[src/rtl/tyr_pkg.sv]
// Package: shared types, constants and the pixel conversion function.
`timescale 1ns / 1ps
package tyr_pkg;

  localparam int TILE_DIM      = 16;
  localparam int MAX_WIDTH_DEF  = 4096;
  localparam int MAX_HEIGHT_DEF = 4096;
  localparam int ADDR_W        = 25;
  localparam int PADDR_W       = 5;

  // Register indexes of the configuration port (byte address = 4 * index).
  typedef enum logic [2:0] {
    REG_TILES_ACROSS = 3'd0,
    REG_BANDS_DOWN   = 3'd1,
    REG_WIN_WIDTH    = 3'd2,
    REG_WIN_HEIGHT   = 3'd3,
    REG_LINE_PITCH   = 3'd4
  } reg_idx_t;

  typedef struct packed {
    logic [8:0]  tiles_across;
    logic [8:0]  bands_down;
    logic [12:0] win_width;
    logic [12:0] win_height;
    logic [12:0] line_pitch;
  } cfg_t;

  // One classified row waiting for the back end.
  typedef struct packed {
    logic [127:0]        luma;
    logic [63:0]         cb;
    logic [63:0]         cr;
    logic [3:0]          last_idx;
    logic [7:0]          tile_col;
    logic [ADDR_W-1:0]   line_base;
  } row_t;

  // Floor of a 19-bit signed 11.8 value, clamped to 0..255.
  function automatic logic [7:0] clamp_chan(input logic signed [18:0] s);
    logic [7:0] res;
    if (s[18]) begin
      res = 8'd0;
    end else if (|s[17:16]) begin
      res = 8'hff;
    end else begin
      res = s[15:8];
    end
    return res;
  endfunction

  function automatic logic [23:0] yuv_to_rgb(input logic [7:0] y, input logic [7:0] cb,
                                             input logic [7:0] cr);
    logic signed [18:0] ys;
    logic signed [18:0] us;
    logic signed [18:0] vs;
    logic signed [18:0] rs;
    logic signed [18:0] gs;
    logic signed [18:0] bs;
    ys = $signed({3'b000, y, 8'h00});
    us = $signed({11'd0, cb}) - 19'sd128;
    vs = $signed({11'd0, cr}) - 19'sd128;
    rs = ys + 19'sd359 * vs;
    gs = ys - 19'sd88 * us - 19'sd183 * vs;
    bs = ys + 19'sd454 * us;
    return {clamp_chan(rs), clamp_chan(gs), clamp_chan(bs)};
  endfunction

endpackage

[src/rtl/tyr_front.sv]
// Front end: tile position counters, cropping and line address for each row.
`timescale 1ns / 1ps
module tyr_front import tyr_pkg::*; #(
  parameter int MAX_WIDTH  = MAX_WIDTH_DEF,
  parameter int MAX_HEIGHT = MAX_HEIGHT_DEF
) (
  input  logic         clk,
  input  logic         rst_n,
  input  cfg_t         cfg,
  input  logic         in_valid,
  output logic         in_ready,
  input  logic [63:0]  in_luma_left,
  input  logic [63:0]  in_luma_right,
  input  logic [63:0]  in_cb_row,
  input  logic [63:0]  in_cr_row,
  input  logic         q_full,
  output logic         q_push,
  output row_t         q_data
);

  localparam logic [13:0] MaxW = 14'(MAX_WIDTH);
  localparam logic [13:0] MaxH = 14'(MAX_HEIGHT);

  logic [7:0]  tile_col_r, tile_col_nxt;
  logic [3:0]  row_in_tile_r, row_in_tile_nxt;
  logic [7:0]  band_index_r, band_index_nxt;

  logic [13:0] w_eff, h_eff, stride_eff, col_base, rem;
  logic [11:0] line;
  logic [25:0] prod;
  logic [8:0]  tiles_lim, bands_lim, tc_inc, bi_inc;
  logic        accept, keep;

  assign in_ready = !q_full;
  assign accept   = in_valid && in_ready;

  always_comb begin
    w_eff      = ({1'b0, cfg.win_width} > MaxW) ? MaxW : {1'b0, cfg.win_width};
    h_eff      = ({1'b0, cfg.win_height} > MaxH) ? MaxH : {1'b0, cfg.win_height};
    stride_eff = (cfg.line_pitch == 13'd0) ? w_eff : {1'b0, cfg.line_pitch};
    line       = {band_index_r, row_in_tile_r};
    col_base   = {2'b00, tile_col_r, 4'h0};
    rem        = w_eff - col_base;
    keep       = ({2'b00, line} < h_eff) && (col_base < w_eff);
    prod       = line * stride_eff;

    q_push            = accept && keep;
    q_data.luma       = {in_luma_right, in_luma_left};
    q_data.cb         = in_cb_row;
    q_data.cr         = in_cr_row;
    q_data.last_idx   = (rem >= 14'd16) ? 4'hf : (rem[3:0] - 4'd1);
    q_data.tile_col   = tile_col_r;
    q_data.line_base  = prod[ADDR_W-1:0];
  end

  // Counter advance; zero counts behave as one, counts above 256 as 256.
  always_comb begin
    tiles_lim = (cfg.tiles_across == 9'd0) ? 9'd1 :
                (cfg.tiles_across > 9'd256) ? 9'd256 : cfg.tiles_across;
    bands_lim = (cfg.bands_down == 9'd0) ? 9'd1 :
                (cfg.bands_down > 9'd256) ? 9'd256 : cfg.bands_down;
    tc_inc    = {1'b0, tile_col_r} + 9'd1;
    bi_inc    = {1'b0, band_index_r} + 9'd1;
    tile_col_nxt    = tile_col_r;
    row_in_tile_nxt = row_in_tile_r;
    band_index_nxt  = band_index_r;
    if (accept) begin
      row_in_tile_nxt = row_in_tile_r + 4'd1;
      if (row_in_tile_r == 4'hf) begin
        if (tc_inc >= tiles_lim) begin
          tile_col_nxt = 8'd0;
          band_index_nxt = (bi_inc >= bands_lim) ? 8'd0 : bi_inc[7:0];
        end else begin
          tile_col_nxt = tc_inc[7:0];
        end
      end
    end
  end

  always_ff @(posedge clk) begin
    if (!rst_n) begin
      tile_col_r    <= 8'd0;
      row_in_tile_r <= 4'd0;
      band_index_r  <= 8'd0;
    end else begin
      tile_col_r    <= tile_col_nxt;
      row_in_tile_r <= row_in_tile_nxt;
      band_index_r  <= band_index_nxt;
    end
  end

endmodule

[src/rtl/tyr_queue.sv]
// Two-entry queue of classified rows between the front and back ends.
`timescale 1ns / 1ps
module tyr_queue import tyr_pkg::*; (
  input  logic clk,
  input  logic rst_n,
  input  logic push,
  input  row_t push_data,
  output logic full,
  input  logic pop,
  output row_t pop_data,
  output logic empty
);

  row_t       mem [2];
  logic       wr_ptr_r, wr_ptr_nxt;
  logic       rd_ptr_r, rd_ptr_nxt;
  logic [1:0] count_r, count_nxt;

  assign full     = (count_r == 2'd2);
  assign empty    = (count_r == 2'd0);
  assign pop_data = mem[rd_ptr_r];

  always_comb begin
    wr_ptr_nxt = push ? !wr_ptr_r : wr_ptr_r;
    rd_ptr_nxt = pop ? !rd_ptr_r : rd_ptr_r;
    count_nxt  = count_r + {1'b0, push} - {1'b0, pop};
  end

  always_ff @(posedge clk) begin
    if (push) begin
      mem[wr_ptr_r] <= push_data;
    end
  end

  always_ff @(posedge clk) begin
    if (!rst_n) begin
      wr_ptr_r <= 1'b0;
      rd_ptr_r <= 1'b0;
      count_r  <= 2'd0;
    end else begin
      wr_ptr_r <= wr_ptr_nxt;
      rd_ptr_r <= rd_ptr_nxt;
      count_r  <= count_nxt;
    end
  end

endmodule

[src/rtl/tyr_back.sv]
// Back end: converts kept row pixels into the output register, one per unstalled cycle.
`timescale 1ns / 1ps
module tyr_back import tyr_pkg::*; (
  input  logic              clk,
  input  logic              rst_n,
  input  logic              q_empty,
  input  row_t              q_data,
  output logic              q_pop,
  output logic              out_valid,
  input  logic              out_ready,
  output logic [23:0]       out_rgb,
  output logic [ADDR_W-1:0] out_dst_addr,
  output logic              out_last
);

  row_t              cur_r, cur_nxt;
  logic [3:0]        idx_r, idx_nxt;
  logic              busy_r, busy_nxt;
  logic              valid_r, valid_nxt;
  logic [23:0]       rgb_r, rgb_nxt;
  logic [ADDR_W-1:0] addr_r, addr_nxt;
  logic              last_r, last_nxt;

  logic              adv, fire, done;
  logic [7:0]        y_byte, cb_byte, cr_byte;

  assign adv   = !valid_r || out_ready;
  assign fire  = busy_r && adv;
  assign done  = fire && (idx_r == cur_r.last_idx);
  assign q_pop = !q_empty && (!busy_r || done);

  always_comb begin
    y_byte  = cur_r.luma[{idx_r, 3'b000} +: 8];
    cb_byte = cur_r.cb[{idx_r[3:1], 3'b000} +: 8];
    cr_byte = cur_r.cr[{idx_r[3:1], 3'b000} +: 8];

    cur_nxt  = q_pop ? q_data : cur_r;
    busy_nxt = q_pop ? 1'b1 : (done ? 1'b0 : busy_r);
    idx_nxt  = q_pop ? 4'd0 : (fire ? idx_r + 4'd1 : idx_r);

    valid_nxt = valid_r;
    rgb_nxt   = rgb_r;
    addr_nxt  = addr_r;
    last_nxt  = last_r;
    if (adv) begin
      valid_nxt = busy_r;
      rgb_nxt   = yuv_to_rgb(y_byte, cb_byte, cr_byte);
      addr_nxt  = cur_r.line_base + {{(ADDR_W-12){1'b0}}, cur_r.tile_col, idx_r};
      last_nxt  = (idx_r == cur_r.last_idx);
    end
  end

  always_ff @(posedge clk) begin
    cur_r  <= cur_nxt;
    rgb_r  <= rgb_nxt;
    addr_r <= addr_nxt;
    last_r <= last_nxt;
  end

  always_ff @(posedge clk) begin
    if (!rst_n) begin
      busy_r  <= 1'b0;
      idx_r   <= 4'd0;
      valid_r <= 1'b0;
    end else begin
      busy_r  <= busy_nxt;
      idx_r   <= idx_nxt;
      valid_r <= valid_nxt;
    end
  end

  assign out_valid    = valid_r;
  assign out_rgb      = rgb_r;
  assign out_dst_addr = addr_r;
  assign out_last     = last_r;

endmodule

[src/rtl/tiled_yuv420_to_rgb888_core.sv]
// A row's pixels pass through the queue, the back end's row register and its output
// register. The back-end converter gives one pixel per cycle while out_ready holds,
// so a row with n kept pixels yields n pixels; a fully cropped row is accepted and
// produces nothing. A two-entry queue decouples the ends.
// Reset (synchronous, rst_n low): counters cleared, queue emptied, output invalid,
// configuration registers returned to their documented defaults.
`timescale 1ns / 1ps
module tiled_yuv420_to_rgb888_core import tyr_pkg::*; #(
  parameter int MAX_WIDTH  = MAX_WIDTH_DEF,
  parameter int MAX_HEIGHT = MAX_HEIGHT_DEF
) (
  input  logic               clk,
  input  logic               rst_n,
  // Configuration port.
  input  logic               psel,
  input  logic               penable,
  input  logic               pwrite,
  input  logic [PADDR_W-1:0] paddr,
  input  logic [31:0]        pwdata,
  output logic [31:0]        prdata,
  output logic               pready,
  // Input item channel: one 16-pixel tile row with its chroma row.
  input  logic               in_valid,
  output logic               in_ready,
  input  logic [63:0]        in_luma_left,
  input  logic [63:0]        in_luma_right,
  input  logic [63:0]        in_cb_row,
  input  logic [63:0]        in_cr_row,
  // Result channel: one converted pixel per transfer.
  output logic               out_valid,
  input  logic               out_ready,
  output logic [23:0]        out_rgb,
  output logic [ADDR_W-1:0]  out_dst_addr,
  output logic               out_last
);

  // Configuration registers live here; the front end reads them every cycle. Writes
  // must be made only while idle; the block does not enforce it. No shadowing needed.
  cfg_t       cfg_r, cfg_nxt;
  logic       cfg_wr;
  reg_idx_t   reg_sel;

  // Queue handshake between the front and back ends.
  logic       q_push, q_pop, q_full, q_empty;
  row_t       q_in, q_out;

  assign pready  = 1'b1;
  assign cfg_wr  = psel && penable && pwrite && pready;
  assign reg_sel = reg_idx_t'(paddr[PADDR_W-1:2]);

  // Register decode: addresses beyond the list are ignored on write and read as zero.
  always_comb begin
    cfg_nxt = cfg_r;
    prdata  = 32'd0;
    case (reg_sel)
      REG_TILES_ACROSS: begin
        prdata = {23'd0, cfg_r.tiles_across};
        if (cfg_wr) cfg_nxt.tiles_across = pwdata[8:0];
      end
      REG_BANDS_DOWN: begin
        prdata = {23'd0, cfg_r.bands_down};
        if (cfg_wr) cfg_nxt.bands_down = pwdata[8:0];
      end
      REG_WIN_WIDTH: begin
        prdata = {19'd0, cfg_r.win_width};
        if (cfg_wr) cfg_nxt.win_width = pwdata[12:0];
      end
      REG_WIN_HEIGHT: begin
        prdata = {19'd0, cfg_r.win_height};
        if (cfg_wr) cfg_nxt.win_height = pwdata[12:0];
      end
      REG_LINE_PITCH: begin
        prdata = {19'd0, cfg_r.line_pitch};
        if (cfg_wr) cfg_nxt.line_pitch = pwdata[12:0];
      end
      default: begin
        prdata = 32'd0;
      end
    endcase
  end

  always_ff @(posedge clk) begin
    if (!rst_n) begin
      cfg_r.tiles_across <= 9'd120;
      cfg_r.bands_down   <= 9'd68;
      cfg_r.win_width    <= 13'd1920;
      cfg_r.win_height   <= 13'd1080;
      cfg_r.line_pitch   <= 13'd0;
    end else begin
      cfg_r <= cfg_nxt;
    end
  end

  // The front end tracks the tile position, crops the row against the window and
  // computes the line's base address with a single multiply. Rows with no kept
  // pixel advance the counters but are not queued.
  tyr_front #(
    .MAX_WIDTH  (MAX_WIDTH),
    .MAX_HEIGHT (MAX_HEIGHT)
  ) u_front (
    .clk           (clk),
    .rst_n         (rst_n),
    .cfg           (cfg_r),
    .in_valid      (in_valid),
    .in_ready      (in_ready),
    .in_luma_left  (in_luma_left),
    .in_luma_right (in_luma_right),
    .in_cb_row     (in_cb_row),
    .in_cr_row     (in_cr_row),
    .q_full        (q_full),
    .q_push        (q_push),
    .q_data        (q_in)
  );

  tyr_queue u_queue (
    .clk       (clk),
    .rst_n     (rst_n),
    .push      (q_push),
    .push_data (q_in),
    .full      (q_full),
    .pop       (q_pop),
    .pop_data  (q_out),
    .empty     (q_empty)
  );

  // The back end walks the kept pixels of each queued row and, unless out_ready
  // stalls it, converts one per cycle into its output register and takes the next row
  // as the last pixel of the current one is issued, so rows follow without a gap.
  tyr_back u_back (
    .clk          (clk),
    .rst_n        (rst_n),
    .q_empty      (q_empty),
    .q_data       (q_out),
    .q_pop        (q_pop),
    .out_valid    (out_valid),
    .out_ready    (out_ready),
    .out_rgb      (out_rgb),
    .out_dst_addr (out_dst_addr),
    .out_last     (out_last)
  );

endmodule

[config.mk]
export PLATFORM = sky130hd
export DESIGN_NAME = tiled_yuv420_to_rgb888_core
export DESIGN_NICKNAME = d
export VERILOG_FILES = /design/src/rtl/tyr_pkg.sv /design/src/rtl/tyr_front.sv /design/src/rtl/tyr_queue.sv /design/src/rtl/tyr_back.sv /design/src/rtl/tiled_yuv420_to_rgb888_core.sv
export SDC_FILE = /design/constraint.sdc
export NUM_CORES = 2
export LEC_CHECK = 0
export ABC_AREA = 1
export BUFFER_PORTS_ARGS = -buffer_cell sky130_fd_sc_hd__buf_2
export CAP_MARGIN = 10
export CORE_UTILIZATION = 40
export DETAILED_ROUTE_END_ITERATION = 7
export PLACE_DENSITY_LB_ADDON = 0.25
export SKIP_CTS_REPAIR_TIMING = 1
export SKIP_LAST_GASP = 1
export SLEW_MARGIN = 20
export SYNTH_ARGS = -nofsm -noshare
export SYNTH_HDL_FRONTEND = slang
export SYNTH_SLANG_ARGS = --single-unit
export TNS_END_PERCENT = 10
[constraint.sdc]
create_clock -name clk -period 18.9 [get_ports clk]
set_input_delay 2.835 -clock clk [delete_from_list [all_inputs] [get_ports clk]]
set_output_delay 2.835 -clock clk [all_outputs]
set_load 0.01 [all_outputs]
Word level (Yosys, flattened, before mapping)

Memories as Yosys holds them, arrays and structs flattened. A register that Yosys moved wholly into a read port is not among the register bits.
Cells that the tools add are included.

Bits in registers: 137
Latch bits: 0
Memories: 1
RAM bits: 586
Output and inout bits: 85
Bits in read-only memories: 0
Word-level logic and storage cells: 111

Equal/unequal tests: 7
$mul: 5
Order comparisons: 9
Shifts and indexed selects: 3
Divide/modulo/power cells: 0
Bitwise logic cells: 1
Multiplexer cells: 18
Reductions and logical operators: 33
Add/sub/neg operators: 15

Memories:

| memory      | words | bits a word | read ports | clocked after Yosys merged registers in | wr ports | RTL line        | text |
|---|---|---|---|---|---|---|---|
| u_queue.mem | 2     | 293         | 1          | 1                                       | 1        | tyr_queue.sv:14 | `row_t mem [2];` |

Operators by type and width:

| operator                 | number |
|---|---|
| $shiftx A128 B8 Y8       | 1 |
| $shiftx A64 B7 Y8        | 2 |
| $pmux W13 S5             | 1 |
| $mux W8                  | 5 |
| $add A17 B19 Y19         | 2 |
| $mux W9                  | 4 |
| $lt A12 B14 Y1           | 2 |
| $gt A13 B13 Y1 const B   | 2 |
| $mux W13                 | 2 |
| $add A25 B12 Y25         | 1 |
| $mul A12 B14 Y25         | 1 |
| $mul A10 B19 Y19 const A | 1 |
| $mul A5 B19 Y16 const A  | 1 |
| $mul A9 B19 Y18 const A  | 1 |
| $mul A9 B19 Y19 const A  | 1 |
| $sub A17 B19 Y19         | 1 |
| $sub A19 B19 Y19         | 1 |
| $add A8 B1 Y9 const B    | 2 |
| $ge A9 B9 Y1             | 2 |
| $gt A9 B9 Y1 const B     | 2 |
| $logic_not A9 Y1         | 2 |
| $sub A8 B8 Y9 const B    | 2 |
| $ge A14 B5 Y1 const B    | 1 |
| $mux W14                 | 1 |
| 24 further kinds         | 50 |

Logic depth before layout (Yosys ltp)

Depth after elaboration: 7
Gate-level depth with buffers: 39
Gate-level depth less buffers: 35

Hierarchy

From an unflattened synthesis, not the netlist that was laid out.

Cell total of the unflattened synthesis: 4747
Area, all modules: 56264.0 um^2

Modules (own cells, without submodules):

| module                      | cells each | times used | sequential area each (um^2) | area an instance (um^2) |
|---|---|---|---|---|
| tyr_queue                   | 945        | 1          | 17697.0                     | 22544.1 |
| tyr_back                    | 1890       | 1          | 10420.0                     | 20717.4 |
| tyr_front                   | 1448       | 1          | 400.4                       | 10008.3 |
| tiled_yuv420_to_rgb888_core | 464        | 1          | 1141.1                      | 2994.1 |

Worst setup path before layout

OpenSTA, ideal clock, no wires.

Path kind: input-to-reg
Start point: in in_valid
End point: mem u_queue.mem[1][0] (netlist name) (enable)
Cell stages on the path: 6
Buffers on the path: 0
Setup time: 0.954 ns
Arrival time: 15.439 ns
Setup slack: 2.507 ns
Path through: nand2_1 inv_1 nand2_1 nor3_1 nand2_1 nor2_1

Longest elaborated chain between the ends: 4

Ends and longest elaborated chain:

| element                       | RTL line                          | text |
|---|---|---|
| start, declared               | tiled_yuv420_to_rgb888_core.sv:23 | `input logic in_valid,` |
| $logic_and A1 B1 Y1           | tyr_front.sv:35                   | `assign accept = in_valid && in_ready;` |
| $logic_and A1 B1 Y1           | tyr_front.sv:47                   | `q_push = accept && keep;` |
| $mux W1                       | tyr_queue.sv:30                   | `if (push) begin` |
| $mux W1 (implied by the code) | tyr_queue.sv:31                   | `mem[wr_ptr_r] <= push_data;` |
| end, declared                 | tyr_queue.sv:14                   |  |

No other way between the ends.

Worst setup path in the final report

Start point: reg u_back.idx_r[1]
End point: reg u_back.rgb_r[9] (netlist: u_back.out_rgb[9]), data pin

Longest elaborated chain between the ends: 7
Elaborated cells on any way between the ends: 11
Those cells by class: add/sub: 4; mul: 2; shift: 3; mux: 1; reduce/logical: 1

Ends and longest elaborated chain:

| element                | RTL line       | text |
|---|---|---|
| start, declared        | tyr_back.sv:17 | `logic [3:0] idx_r, idx_nxt;` |
| start signal, assigned | tyr_back.sv:67 | `idx_r <= idx_nxt;` |
| $shiftx A64 B7 Y8      | tyr_back.sv:34 | `cb_byte = cur_r.cb[{idx_r[3:1], 3'b000} +: 8];` |
| $sub A8 B8 Y9          | tyr_pkg.sv:60  | `us = $signed({11'd0, cb}) - 19'sd128;` |
| $mul A5 B19 Y16        | tyr_pkg.sv:63  | `gs = ys - 19'sd88 * us - 19'sd183 * vs;` |
| $sub A17 B19 Y19       | tyr_pkg.sv:63  |  |
| $sub A19 B19 Y19 (*)   | tyr_pkg.sv:63  |  |
| $reduce_or A2 Y1       | tyr_pkg.sv:43  | `end else if (\|s[17:16]) begin` |
| $mux W8                | tyr_pkg.sv:43  |  |
| end signal, assigned   | tyr_back.sv:55 | `rgb_r <= rgb_nxt;` |
| end, declared          | tyr_back.sv:20 | `logic [23:0] rgb_r, rgb_nxt;` |

Every way passes the cells marked *; elsewhere a longest branch is shown, timed or not.
A chain may end at the register's enable or synchronous reset.

==> key figures <==
STA
  • Slew Limit Fails: 0
  • Slew headroom: between 20% and 30%
  • Worst-Margin Slew: roughly 1100 ps
  • Unrepaired setup endpoints after global routing: false
  • Setup Total Neg Slack: 0 ps
  • Setup violators final: 0
  • Crit share post-route: a little under half
  • Final Hold Fails: 0
  • Post-route minimum period: a little under 9000 ps
  • F_max: ~110 MHz
  • Clk_skew: 71.8 ps

Routing
  • Antenna Violating Nets Remaining: 0
  • Via count: about 34k
  • Initial DRT Pass Iterations: 5
  • DR iter-0 viols: between 2k and 2.5k
  • Drt via density: about 5
  • Final wirelength: about 130,000 microns
  • # DRC: 0
  • Wire per inst: 19.1 microns

Clocking
  • CTS tree: built
  • Clk sink count: slightly above 1k
  • Root buffer cell: clkbuf_16
  • CTS Buf Count: ~110
  • Deepest clock path buffer count: 3
  • CTS clk-pin slew, worst paths: approximately 60 ps
  • Clk Latency, worst-skew pair: about 760 ps
  • H-tree levels: 3

Logic synthesis
  • Syn_area_per_cell: 10.9 sq um
  • Yosys reg bits: slightly above 1k
  • Cells after Synth: 4,704
  • Synth top area share: between 50% and 60%
  • Synthesized area: ~50,000 sq um
  • Async SR Flop Fraction: 0%
  • Post-synth EDFFs: roughly 930
  • Ys Warns: 0
  • Synth unique cells: 55
  • Seq/Total Area, Yosys: between 50% and 60%
  • Prevailing post-synth register cell: edfxtp_1
  • Area contributors post-synth: edfxtp_1 54%, nand2_1 9.3%, fa_1 7.9%, ha_1 7.0%, inv_1 3.8%
  • Area leader, netlist: edfxtp_1

Place
  • Final HPWL DP: ~90,000 microns
  • IO Port Bufs: 343
  • GP Congestion: roughly 0.9

GRT
  • All-Layer GR Usage: between 10% and 20%
  • First-pass GRT wire length: between 150,000 and 200,000 microns
  • Vias in the first global route: 33.4k
  • Initial antenna violation count: 26
  • GR Overflow Total: 0
  • Largest net degree at the start of global routing: between 100 and 150

Cells and area
  • Area Overhead vs Synth: 13.8%
  • Share of cells above drive strength 1: a little under an eighth
  • Commonest non-fill, non-tap cell in the layout: nand2_1
  • Most frequent cells in the layout: 1,276 x nand2_1, 929 x edfxtp_1, 523 x inv_1
  • Nets: between 5k and 6k
  • Area of the multi-input gates: approximately 19,000 sq um
  • Storage cell area: roughly 30,000 sq um
  • # fillers: between 10k and 15k

Setup path
  • CP startpoint kind: flip-flop
  • Worst EP arrival: 9330 ps
  • Required time worst endpoint: ~19,000 ps
  • CP max stage delay: about 670 ps
  • Worst setup EP type: flip-flop
  • Max FO, Critical Path: 60
  • Register-to-register setup slack: between 10,000 and 15,000 ps
  • Slowest CP cell: buf_4
  • FF-to-FF path depth: 28
  • Crit Path Category: flip-flop to flip-flop

Floorplanning
  • Die Ht: around 360 microns
  • Top Ports: between 300 and 400
  • Die width: 361 microns
  • Core region area: about 130,000 sq um
  • Rows: about 130
  • Starting Density: 40.3%
  • Total Die Area: approximately 130,000 sq um

Flow run
  • Max cap viols: 0

Outcome
  • Status: complete, no violations

Hold path
  • Worst min path class: flip-flop to flip-flop
  • Worst Hold Path Cells: 2
cells in the mapped netlist, types with 3 or more instances:
cell      count
nand4_1      25
a31oi_1       8
o211ai_1     18
dfxtp_1      87
nor3_2        3
fa_1        202
nor2_1      361
nor2_2        8
o221ai_1     34
nor3_1       18
o21ai_2       3
xor2_1       89
o21bai_1      9
clkbuf_1    122
o21ai_1      18
nand3_1      92
xnor2_1      29
a221oi_1      7
nand2_1    1277
o21a_1        4
buf_2         8
a211oi_1      3
clkinv_1     10
inv_1       526
nand3_2       4
or2_2         3
inv_2         4
a21oi_1     162
edfxtp_1    929
o21ai_0     229
buf_1        12
ha_1        286
a21o_1        5
nand2_2      10
nand3b_1      6
o22ai_1      36
buf_4        22
nor4_1       10
layer usage:
| layer | up-vias | wire length [microns] | track usage [%] | part of all wire [%] |
|---|---|---|---|---|
| met2 | 866 | 62700 | 33.5 | 48 |
| met4 | 10 | 4130 | 7.08 | 3.2 |
| li1 | 16400 | - | - | - |
| met1 | 16300 | 56600 | 26.3 | 43 |
| met5 | - | 76 | 0 | 0.058 |
| met3 | 210 | 6630 | 2.97 | 5.1 |
flip-flops by register name, summed over array words and instances, names as in the netlist:
name,count
cfg_r,57
u_back.busy_r,1
u_back.cur_r,293
u_back.idx_r,4
u_back.out_dst_addr,25
u_back.out_last,1
u_back.out_rgb,24
u_back.out_valid,1
u_front.band_index_r,8
u_front.row_in_tile_r,4
u_front.tile_col_r,8
u_queue.count_r,2
u_queue.mem,586
u_queue.rd_ptr_r,1
u_queue.wr_ptr_r,1
area by class of cell:
class                   instances  share of cell area [%]
flip-flops and latches       1016                    50.7
multi-input cells            2998                    32.7
clock buffers                 130                    4.72
well taps                    1662                    3.55
inverters                     542                    3.52
repair buffers                384                    3.46
clock inverters                68                    1.36
diodes                         10                  0.0428
stage by stage:
| stage | setup slack (ps) | instances | hold WS, ps | cell area [sq um] | util [%] |
|---|---|---|---|---|---|
| finish | 10020 | 6810 | 481 | 58500 | 45.9 |
| global route | 9320 | 6805 | 500 | 58500 | 45.9 |
| CTS | 9970 | 6800 | 483 | 58500 | 45.9 |
| detailed placement | 9990 | 6602 | 471 | 54900 | 43.1 |
| global placement | 10040 | 6602 | 453 | 54900 | 43.1 |
| floorplan | 2510 | 4722 | 439 | 51500 | - |
final timing paths:
check,start,end
worst max-delay path,u_back.idx_r[1],u_back.out_rgb[9]
worst min-delay path,u_queue.mem[0][248],u_back.cur_r[248]
worst max register to register,u_back.idx_r[1],u_back.out_rgb[9]
worst min register to register,u_queue.mem[0][248],u_back.cur_r[248]
cell families after synthesis:
family | share of synthesized area [%]
compound gates | 5.98
xor+xnor | 2.10
fa+ha+maj | 14.8
buf+inv | 5.39
flops | 57.6
other cells | 0.0146
simple gates | 14.1
critical path: cells and delay by family, from the launching register on:
kind | cells | cell delay [ps]
fa+ha+maj | 8 | 3500
compound gates | 7 | 1910
xor+xnor | 2 | 290
simple gates | 7 | 920
buf+inv | 4 | 1530
flops | 1 | 360
Power is not shown: default switching activity piles up to over one toggle a cycle in this logic, so the estimate is an artifact.
